### config.mk
export PLATFORM = sky130hd
export DESIGN_NAME = command_frame_recognizer_top
export DESIGN_NICKNAME = d
export VERILOG_FILES = /design/src/cfr_pkg.sv /design/src/cfr_datapath.sv /design/src/cfr_controller.sv /design/src/command_frame_recognizer_top.sv
export VERILOG_INCLUDE_DIRS = /design/src /design/src/src
export SDC_FILE = /design/constraint.sdc
export NUM_CORES = 1
export LEC_CHECK = 0
export BUFFER_PORTS_ARGS = -buffer_cell sky130_fd_sc_hd__buf_4
export CAP_MARGIN = 20
export CORE_AREA = 10 10 145 134
export CTS_CLUSTER_DIAMETER = 50
export DETAILED_ROUTE_END_ITERATION = 12
export DIE_AREA = 0 0 155 144
export GPL_ROUTABILITY_DRIVEN = 1
export PLACE_DENSITY = 0.65
export SYNTH_ARGS = -nofsm -noshare
export SYNTH_HDL_FRONTEND = slang
export SYNTH_SLANG_ARGS = --single-unit
### constraint.sdc
create_clock -name clk -period 6.8 [get_ports clk]
set_clock_uncertainty 0.1 [all_clocks]
set_input_delay 0.68 -clock clk [delete_from_list [all_inputs] [get_ports clk]]
set_output_delay 0.68 -clock clk [all_outputs]
set_load 0.01 [all_outputs]
### src/command_frame_recognizer_top_assert.svh
// Assertion macros for the command frame recogniser top level.
// Needs a clock and a synchronous reset signal passed in by the user.
`ifndef COMMAND_FRAME_RECOGNIZER_TOP_ASSERT_SVH
`define COMMAND_FRAME_RECOGNIZER_TOP_ASSERT_SVH

// Check that a condition implies another in the same cycle.
`define CFR_ASSERT_SAME(label, clk, rst, cond, prop) \
  label: assert property (@(posedge clk) disable iff (rst) (cond) |-> (prop)) \
    else $error("assertion failed: same-cycle implication");

// Check that a condition implies another in the next cycle.
`define CFR_ASSERT_NEXT(label, clk, rst, cond, prop) \
  label: assert property (@(posedge clk) disable iff (rst) (cond) |=> (prop)) \
    else $error("assertion failed: next-cycle implication");

`endif

### src/cfr_pkg.sv
// Shared types, frame patterns and helpers for the command frame recogniser.
// No dependencies.
package cfr_pkg;

  localparam int WINDOW_BYTES_DEF = 20;

  localparam int SHORT_LEN = 7;
  localparam int PARAM_LEN = 20;
  localparam int CAL_LEN   = 14;
  localparam int HEAD_LEN  = 5;

  // Frame kind codes
  localparam logic [1:0] KIND_HANDSHAKE = 2'd0;
  localparam logic [1:0] KIND_REQUEST   = 2'd1;
  localparam logic [1:0] KIND_PARAM     = 2'd2;
  localparam logic [1:0] KIND_CAL       = 2'd3;

  // Last payload index of each long frame
  localparam logic [3:0] PARAM_LAST_IDX = 4'd13;
  localparam logic [3:0] CAL_LAST_IDX   = 4'd7;

  // Baud code positions in the parameter payload
  localparam logic [3:0] IDX_RS485_BAUD = 4'd6;
  localparam logic [3:0] IDX_RS232_BAUD = 4'd7;
  localparam logic [3:0] IDX_CAN_BAUD   = 4'd8;
  localparam logic [7:0] BAUD_CODE_MAX  = 8'd3;
  localparam logic [7:0] SERIAL_BAUD_DEF = 8'd0;
  localparam logic [7:0] CAN_BAUD_DEF    = 8'd1;

  localparam logic [7:0] FRAME_TAIL = 8'hAC;

  localparam logic [7:0] HS_FRAME [SHORT_LEN] =
    '{8'hAA, 8'h55, 8'h04, 8'h00, 8'h00, 8'h01, 8'hAB};
  localparam logic [7:0] RQ_FRAME [SHORT_LEN] =
    '{8'h52, 8'h4D, 8'h67, 8'h73, 8'h77, 8'h5E, 8'h69};
  localparam logic [7:0] PAR_HEAD [HEAD_LEN] =
    '{8'hAA, 8'h54, 8'h11, 8'h00, 8'h00};
  localparam logic [7:0] CAL_HEAD [HEAD_LEN] =
    '{8'hAA, 8'h51, 8'h0B, 8'h00, 8'h00};

  // Commands from controller to datapath
  typedef struct packed {
    logic shift;    // take the received byte into the window
    logic load;     // latch the match and first payload byte, clear the count
    logic advance;  // step to the next payload byte
  } cfr_cmd_t;

  // Status from datapath to controller
  typedef struct packed {
    logic match;    // window ends in a recognised frame
    logic last;     // current result is the final one of the run
  } cfr_status_t;

  // Clamp out-of-range baud codes in parameter frames
  function automatic logic [7:0] clamp_baud(input logic [1:0] kind,
                                            input logic [3:0] idx,
                                            input logic [7:0] val);
    logic [7:0] res;
    res = val;
    if (kind == KIND_PARAM && val > BAUD_CODE_MAX) begin
      if (idx == IDX_RS485_BAUD || idx == IDX_RS232_BAUD) begin
        res = SERIAL_BAUD_DEF;
      end else if (idx == IDX_CAN_BAUD) begin
        res = CAN_BAUD_DEF;
      end
    end
    return res;
  endfunction

endpackage

### src/cfr_datapath.sv
// Datapath of the command frame recogniser: byte window, held count,
// frame matching and result registers. Depends on cfr_pkg.
module cfr_datapath import cfr_pkg::*; #(
  parameter int WINDOW_BYTES = WINDOW_BYTES_DEF
) (
  input  logic        clk,
  input  logic        rst,
  input  logic [7:0]  rx_byte,
  input  cfr_cmd_t    cmd,
  output cfr_status_t status,
  output logic [1:0]  frame_kind,
  output logic        has_payload,
  output logic [3:0]  payload_index,
  output logic [7:0]  payload_byte,
  output logic        last
);

  localparam int IDX_W = $clog2(WINDOW_BYTES);
  localparam int CNT_W = $clog2(WINDOW_BYTES + 1);
  localparam int SHORT_START = WINDOW_BYTES - SHORT_LEN;
  localparam int PAR_START   = WINDOW_BYTES - PARAM_LEN;
  localparam int CAL_START   = WINDOW_BYTES - CAL_LEN;
  localparam int PAR_BASE    = PAR_START + HEAD_LEN;
  localparam int CAL_BASE    = CAL_START + HEAD_LEN;

  logic [7:0]       window [WINDOW_BYTES];
  logic [CNT_W-1:0] held_count;
  logic [1:0]       kind;
  logic [3:0]       idx;
  logic [7:0]       byte_q;

  logic             hs_ok, rq_ok, par_ok, cal_ok;
  logic [1:0]       match_kind;
  logic [1:0]       rd_kind;
  logic [3:0]       rd_idx;
  logic [IDX_W-1:0] rd_addr;
  logic [7:0]       rd_byte;

  // Shift the received byte in, newest at the top
  always_ff @(posedge clk) begin
    if (cmd.shift) begin
      for (int k = 0; k < WINDOW_BYTES - 1; k++) begin
        window[k] <= window[k+1];
      end
      window[WINDOW_BYTES-1] <= rx_byte;
    end
  end

  // Count held bytes, saturate at the window size, clear on a match
  always_ff @(posedge clk) begin
    if (rst) begin
      held_count <= '0;
    end else if (cmd.load) begin
      held_count <= '0;
    end else if (cmd.shift && held_count < CNT_W'(WINDOW_BYTES)) begin
      held_count <= held_count + CNT_W'(1);
    end
  end

  // Compare the window tail against each frame
  always_comb begin
    hs_ok  = held_count >= CNT_W'(SHORT_LEN);
    rq_ok  = held_count >= CNT_W'(SHORT_LEN);
    par_ok = held_count >= CNT_W'(PARAM_LEN) &&
             window[WINDOW_BYTES-1] == FRAME_TAIL;
    cal_ok = held_count >= CNT_W'(CAL_LEN) &&
             window[WINDOW_BYTES-1] == FRAME_TAIL;
    for (int i = 0; i < SHORT_LEN; i++) begin
      if (window[SHORT_START+i] != HS_FRAME[i]) hs_ok = 1'b0;
      if (window[SHORT_START+i] != RQ_FRAME[i]) rq_ok = 1'b0;
    end
    for (int i = 0; i < HEAD_LEN; i++) begin
      if (window[PAR_START+i] != PAR_HEAD[i]) par_ok = 1'b0;
      if (window[CAL_START+i] != CAL_HEAD[i]) cal_ok = 1'b0;
    end
  end

  // Pick the first match by priority
  always_comb begin
    if (hs_ok) begin
      match_kind = KIND_HANDSHAKE;
    end else if (rq_ok) begin
      match_kind = KIND_REQUEST;
    end else if (par_ok) begin
      match_kind = KIND_PARAM;
    end else begin
      match_kind = KIND_CAL;
    end
  end

  // Select the payload byte to load next
  always_comb begin
    rd_kind = cmd.load ? match_kind : kind;
    rd_idx  = cmd.load ? 4'd0 : idx + 4'd1;
    rd_addr = (rd_kind == KIND_PARAM) ? IDX_W'(PAR_BASE) : IDX_W'(CAL_BASE);
    rd_addr = rd_addr + IDX_W'(rd_idx);
    rd_byte = clamp_baud(rd_kind, rd_idx, window[rd_addr]);
  end

  // Hold the current result
  always_ff @(posedge clk) begin
    if (cmd.load || cmd.advance) begin
      kind   <= rd_kind;
      idx    <= rd_idx;
      byte_q <= rd_byte;
    end
  end

  always_comb begin
    status.match = hs_ok || rq_ok || par_ok || cal_ok;
    status.last  = !kind[1] ||
                   (kind == KIND_PARAM && idx == PARAM_LAST_IDX) ||
                   (kind == KIND_CAL && idx == CAL_LAST_IDX);
  end

  assign frame_kind    = kind;
  assign has_payload   = kind[1];
  assign payload_index = kind[1] ? idx : 4'd0;
  assign payload_byte  = kind[1] ? byte_q : 8'd0;
  assign last          = status.last;

endmodule

### src/cfr_controller.sv
// Controller of the command frame recogniser: sequences byte intake,
// the match check and result delivery. Depends on cfr_pkg.
module cfr_controller import cfr_pkg::*; (
  input  logic        clk,
  input  logic        rst,
  input  logic        in_valid,
  output logic        in_ready,
  output logic        out_valid,
  input  logic        out_ready,
  input  cfr_status_t status,
  output cfr_cmd_t    cmd
);

  localparam logic [1:0] S_IDLE  = 2'd0;
  localparam logic [1:0] S_CHECK = 2'd1;
  localparam logic [1:0] S_EMIT  = 2'd2;

  logic [1:0] state, state_next;

  assign in_ready  = (state == S_IDLE);
  assign out_valid = (state == S_EMIT);

  // Decide the next state and the datapath commands
  always_comb begin
    state_next  = state;
    cmd.shift   = 1'b0;
    cmd.load    = 1'b0;
    cmd.advance = 1'b0;
    case (state)
      S_IDLE: begin
        if (in_valid) begin
          cmd.shift  = 1'b1;
          state_next = S_CHECK;
        end
      end
      S_CHECK: begin
        if (status.match) begin
          cmd.load   = 1'b1;
          state_next = S_EMIT;
        end else begin
          state_next = S_IDLE;
        end
      end
      S_EMIT: begin
        if (out_ready) begin
          if (status.last) begin
            state_next = S_IDLE;
          end else begin
            cmd.advance = 1'b1;
          end
        end
      end
      default: begin
        state_next = S_IDLE;
      end
    endcase
  end

  // Advance the state
  always_ff @(posedge clk) begin
    if (rst) begin
      state <= S_IDLE;
    end else begin
      state <= state_next;
    end
  end

endmodule

### src/command_frame_recognizer_top.sv
// Top level of the command frame recogniser: controller plus datapath.
// Depends on cfr_pkg, cfr_controller, cfr_datapath and the assertion header.
//
// Takes one received serial byte per input transfer and watches the last
// WINDOW_BYTES bytes for handshake, data request, parameter set and
// calibration frames, in that priority. A byte that completes no frame passes
// through intake and then the match check. A matching short frame gives one
// result; a parameter frame gives 14 and a calibration frame 8, one per
// output transfer. The controller handles one byte at a time: input ready
// is low from the intake of a byte until its last result has been
// transferred.
`include "command_frame_recognizer_top_assert.svh"
module command_frame_recognizer_top import cfr_pkg::*; #(
  parameter int WINDOW_BYTES = WINDOW_BYTES_DEF
) (
  input  logic       clk,
  input  logic       rst,
  input  logic       in_valid,
  output logic       in_ready,
  input  logic [7:0] rx_byte,
  output logic       out_valid,
  input  logic       out_ready,
  output logic [1:0] frame_kind,
  output logic       has_payload,
  output logic [3:0] payload_index,
  output logic [7:0] payload_byte,
  output logic       last
);

  cfr_cmd_t    cmd;
  cfr_status_t status;

  cfr_controller u_ctrl (
    .clk       (clk),
    .rst       (rst),
    .in_valid  (in_valid),
    .in_ready  (in_ready),
    .out_valid (out_valid),
    .out_ready (out_ready),
    .status    (status),
    .cmd       (cmd)
  );

  cfr_datapath #(
    .WINDOW_BYTES (WINDOW_BYTES)
  ) u_dp (
    .clk           (clk),
    .rst           (rst),
    .rx_byte       (rx_byte),
    .cmd           (cmd),
    .status        (status),
    .frame_kind    (frame_kind),
    .has_payload   (has_payload),
    .payload_index (payload_index),
    .payload_byte  (payload_byte),
    .last          (last)
  );

  // Intake and delivery never overlap
  `CFR_ASSERT_SAME(a_no_overlap, clk, rst, in_ready, !out_valid)
  // The check cycle after an intake shows no result
  `CFR_ASSERT_NEXT(a_check_gap, clk, rst, in_valid && in_ready, !out_valid)
  // The final result returns the block to intake
  `CFR_ASSERT_NEXT(a_last_frees, clk, rst, out_valid && out_ready && last, in_ready)
  // Payload positions stay inside the parameter frame payload
  `CFR_ASSERT_SAME(a_idx_range, clk, rst, out_valid && has_payload,
                   payload_index <= PARAM_LAST_IDX)

endmodule

==> flow_summary_export.csv <==
group,metric,value,unit
routing,routed_wl,17000,um
outcome,status,"finished clean",
clock_network,htreeDepth,4,
routing,vias_per_cell,6.20,
power,leakage,3.07,nW
synth,synth-seq-cells,181,
sta,max_freq,167,MHz
power,total_power,2.48,mW
global_route,grt_use_total,15.6,%
worst_setup_path,critPathLaunchType,"flip-flop",
global_route,antenna_found_initial,0,
sta,fin_crit_sh,87.9,%
sta,rsz0062_at_grt,"false",
clock_network,path_clk_slew,70,ps
power,sw_frac_of_total,21.2,%
synth,synth_ff_type,"edfxtp_1",
routing,drt-initial-drc-count,529,
placed_design,hpwl,11900,um
power,vdd_drop_max,228,uV
synth,yosys_warnings,0,
routing,drc,0,
routing,drtAntennaViolNets,0,
clock_network,cts_root_buf,"clkbuf_16",
worst_setup_path,critical_path_required,6840,ps
synth,yosysTopAreaCellShare,64.9,%
global_route,grt_max_degree,94,
hold_path,hp-class,"input port to flip-flop",
sta,maxSlewHeadroom,28.6,%
floorplan,die_y,144,um
floorplan,initial_core_util,48.8,%
routing,post_drt_wl_per_cell,23.6,um
synth,synth_area_leaders,"edfxtp_1 65%, mux4_2 8.4%, mux4_1 2.9%",
sta,finalSetupViolCount,0,
placed_design,place_congestion,0.851,
worst_setup_path,crit_fanout,15,
synth,ys_types,69,
sta,finalCriticalPeriod,5980,ps
floorplan,num_rows,45,
clock_network,insertion_delay,430,ps
floorplan,coreArea,16500,sq um
placed_design,dp_slack,852,ps
synth,syn_area,8050,sq um
clock_network,clkSinkCount,181,
synth,synth_top_cell_by_area,"edfxtp_1",
sta,fin_tns_setup,0,ps
sta,finalMaxSlewViolations,0,
synth,synth_fp_nets,476,
synth,synth_seq_area_share,66.6,%
sta,worstMarginPinSlew,1060,ps
clock_network,hold_buffers,0,
clock_network,numCtsBuffers,17,
power,comb_power_share,3.5,%
power,internal-power,1.96,mW
worst_setup_path,criticalPathCategory,"flip-flop to flip-flop",
clock_network,post_cts_resized,0,
clock_network,cts_tree,"yes",
synth,synth_edf_count,174,
sta,hold_viol,0,
synth,avgSynthCellArea,17.6,sq um
worst_setup_path,cpPeakStageDelay,810,ps
global_route,grt_overflow,0,
worst_setup_path,arrival,6020,ps
cells_and_area,nets,517,
cells_and_area,diodes,0,
power,power_density,273,nW/um^2
worst_setup_path,critPathMostFrequentCell,"nand4_1",
floorplan,dieArea,22300,sq um
cells_and_area,area_growth,13.1,%
global_route,grt_pass1_vias,4464,
synth,synthArstFlopShare,0,%
worst_setup_path,end_kind,"flip-flop",
routing,vias,4473,
routing,drt_pass1_iterations,10,
global_route,grt_pass1_wl,26500,um
sta,setup_slack,825,ps
cells_and_area,n_fill_cell,1279,
placed_design,numPortBuffers,29,
floorplan,die_w,155,um
run,cap_violations,0,
cells_and_area,layout-drive-gt1-share,24.9,%
clock_network,cts_buffer_depth,2,
power,power_switching,526,uW
worst_setup_path,cp_cell_sequence,"nor4b_1 > nand4_1 > or3_4 > a211o_2 > nand2_1 > mux2_2 > nor3_1 > ha_1 > a31oi_1 > a311o_1 > a21boi_2 > mux2i_1 > o22ai_1 > nor4_2 > nand4_1 > nand3_1 > a32oi_1",
power,pwr-share-clk,42.1,%
floorplan,ios,30,
worst_setup_path,slowest_stage,"a21boi_2",
synth,syn_inst,457,
power,seq_power_share,54.4,%
clock_network,cts_setup_buffers,0,
-- cells in the final DEF (no fill, tap or decap), drive strengths merged, types with 4 or more instances in the layout --
cell      n
xnor2     4
edfxtp  174
nor4b    10
a21oi     9
nor4bb    6
nand2    14
clkbuf   18
o22ai     7
a211oi    6
nor2     26
mux4     40
clkinv    4
and2     15
bufinv    4
ha        7
inv      15
buf      36
nand4    12
nor4     16
mux2i    14
nand3    11
dfxtp     7
nor3     12
-- cells in the mapped netlist, drive strengths merged, types with 7 or more instances --
library cell,count
mux2i,14
nor3,12
nand2,14
nor4b,10
ha,7
inv,11
a21oi,9
nand4,12
o22ai,7
nand3,11
nor2,26
nor4,16
mux4,40
and2,15
dfxtp,7
edfxtp,174
buf,8
-- through the flow --
| step | area [sq um] | std cells | hold WS (ps) | utilization, % |
|---|---|---|---|---|
| after global placement | 8450 | 688 | 324 | 51.2 |
| after floorplan | 8050 | 457 | 318 | - |
| after detailed placement | 8450 | 689 | 330 | 51.2 |
| after global routing | 9110 | 722 | 300 | 55.2 |
| final | 9110 | 722 | 323 | 55.2 |
| after CTS | 9080 | 721 | 311 | 55.1 |
-- final timing paths --
path | start | to | slack, ps | cells after the start
min reg2reg | u_dp.window[12][5] | u_dp.window[11][5] | 340 | 0
max | u_dp.window[15][4] | u_dp.byte_q[0] | 820 | 17
min | rx_byte[1] | u_dp.window[19][1] | 320 | 1
max reg2reg | u_dp.window[15][4] | u_dp.byte_q[0] | 820 | 17
-- layer usage --
layer | share of wire (%) | track usage [%]
met1 | 43 | 21.2
met2 | 49 | 24.2
met3 | 7.1 | 4.39
met4 | 0.86 | 4.07
met5 | 0 | 0
-- kinds of logic after synthesis --
kind of cell | count (synthesis) | synth area share, %
AND/OR/NAND/NOR | 143 | 11.9
multiplexers | 55 | 13.5
buffers and inverters | 25 | 2.17
adder cells (fa/ha/maj) | 7 | 1.09
XOR/XNOR | 6 | 0.746
AO/OA/AOI/OAI | 40 | 4.01
flip-flops | 181 | 66.6
-- final cells by class --
class | instances | area, sq um | share of cell area [%]
inverters | 11 | 46.3 | 0.508
well taps | 211 | 264 | 2.90
clock inverters | 14 | 199 | 2.18
repair buffers | 36 | 290 | 3.19
clock buffers | 18 | 429 | 4.71
flip-flops and latches | 181 | 5370 | 58.9
multi-input cells | 251 | 2520 | 27.6
-- critical path, delay by kind of cell, from the launching register on --
family                     cells  cell delay (ps)
AOI/OAI and AO/OA              6             1740
adders and majority gates      1              400
and+or+nand+nor                8             2330
muxes                          2              690
DFF                            1              420
-- sequential cells by signal, summed over array words and instances, names as in the netlist --
register / flops
u_dp.frame_kind: 2
u_dp.idx: 4
u_dp.held_count: 5
u_dp.window: 160
u_ctrl.state: 2
u_dp.byte_q: 8
-- power by group through the flow --
stage | logic [mW] | registers (mW) | clock network, mW
2_1_floorplan | 0.0596 | 1.36 | 0
3_3_place_gp | 0.0841 | 1.37 | 0
3_5_place_dp | 0.0853 | 1.38 | 0
4_1_cts | 0.0854 | 1.35 | 1.06
5_1_grt | 0.0954 | 1.36 | 1.11
6_report | 0.0879 | 1.35 | 1.05
No activity file was read; power rests on OpenSTA's default activity.
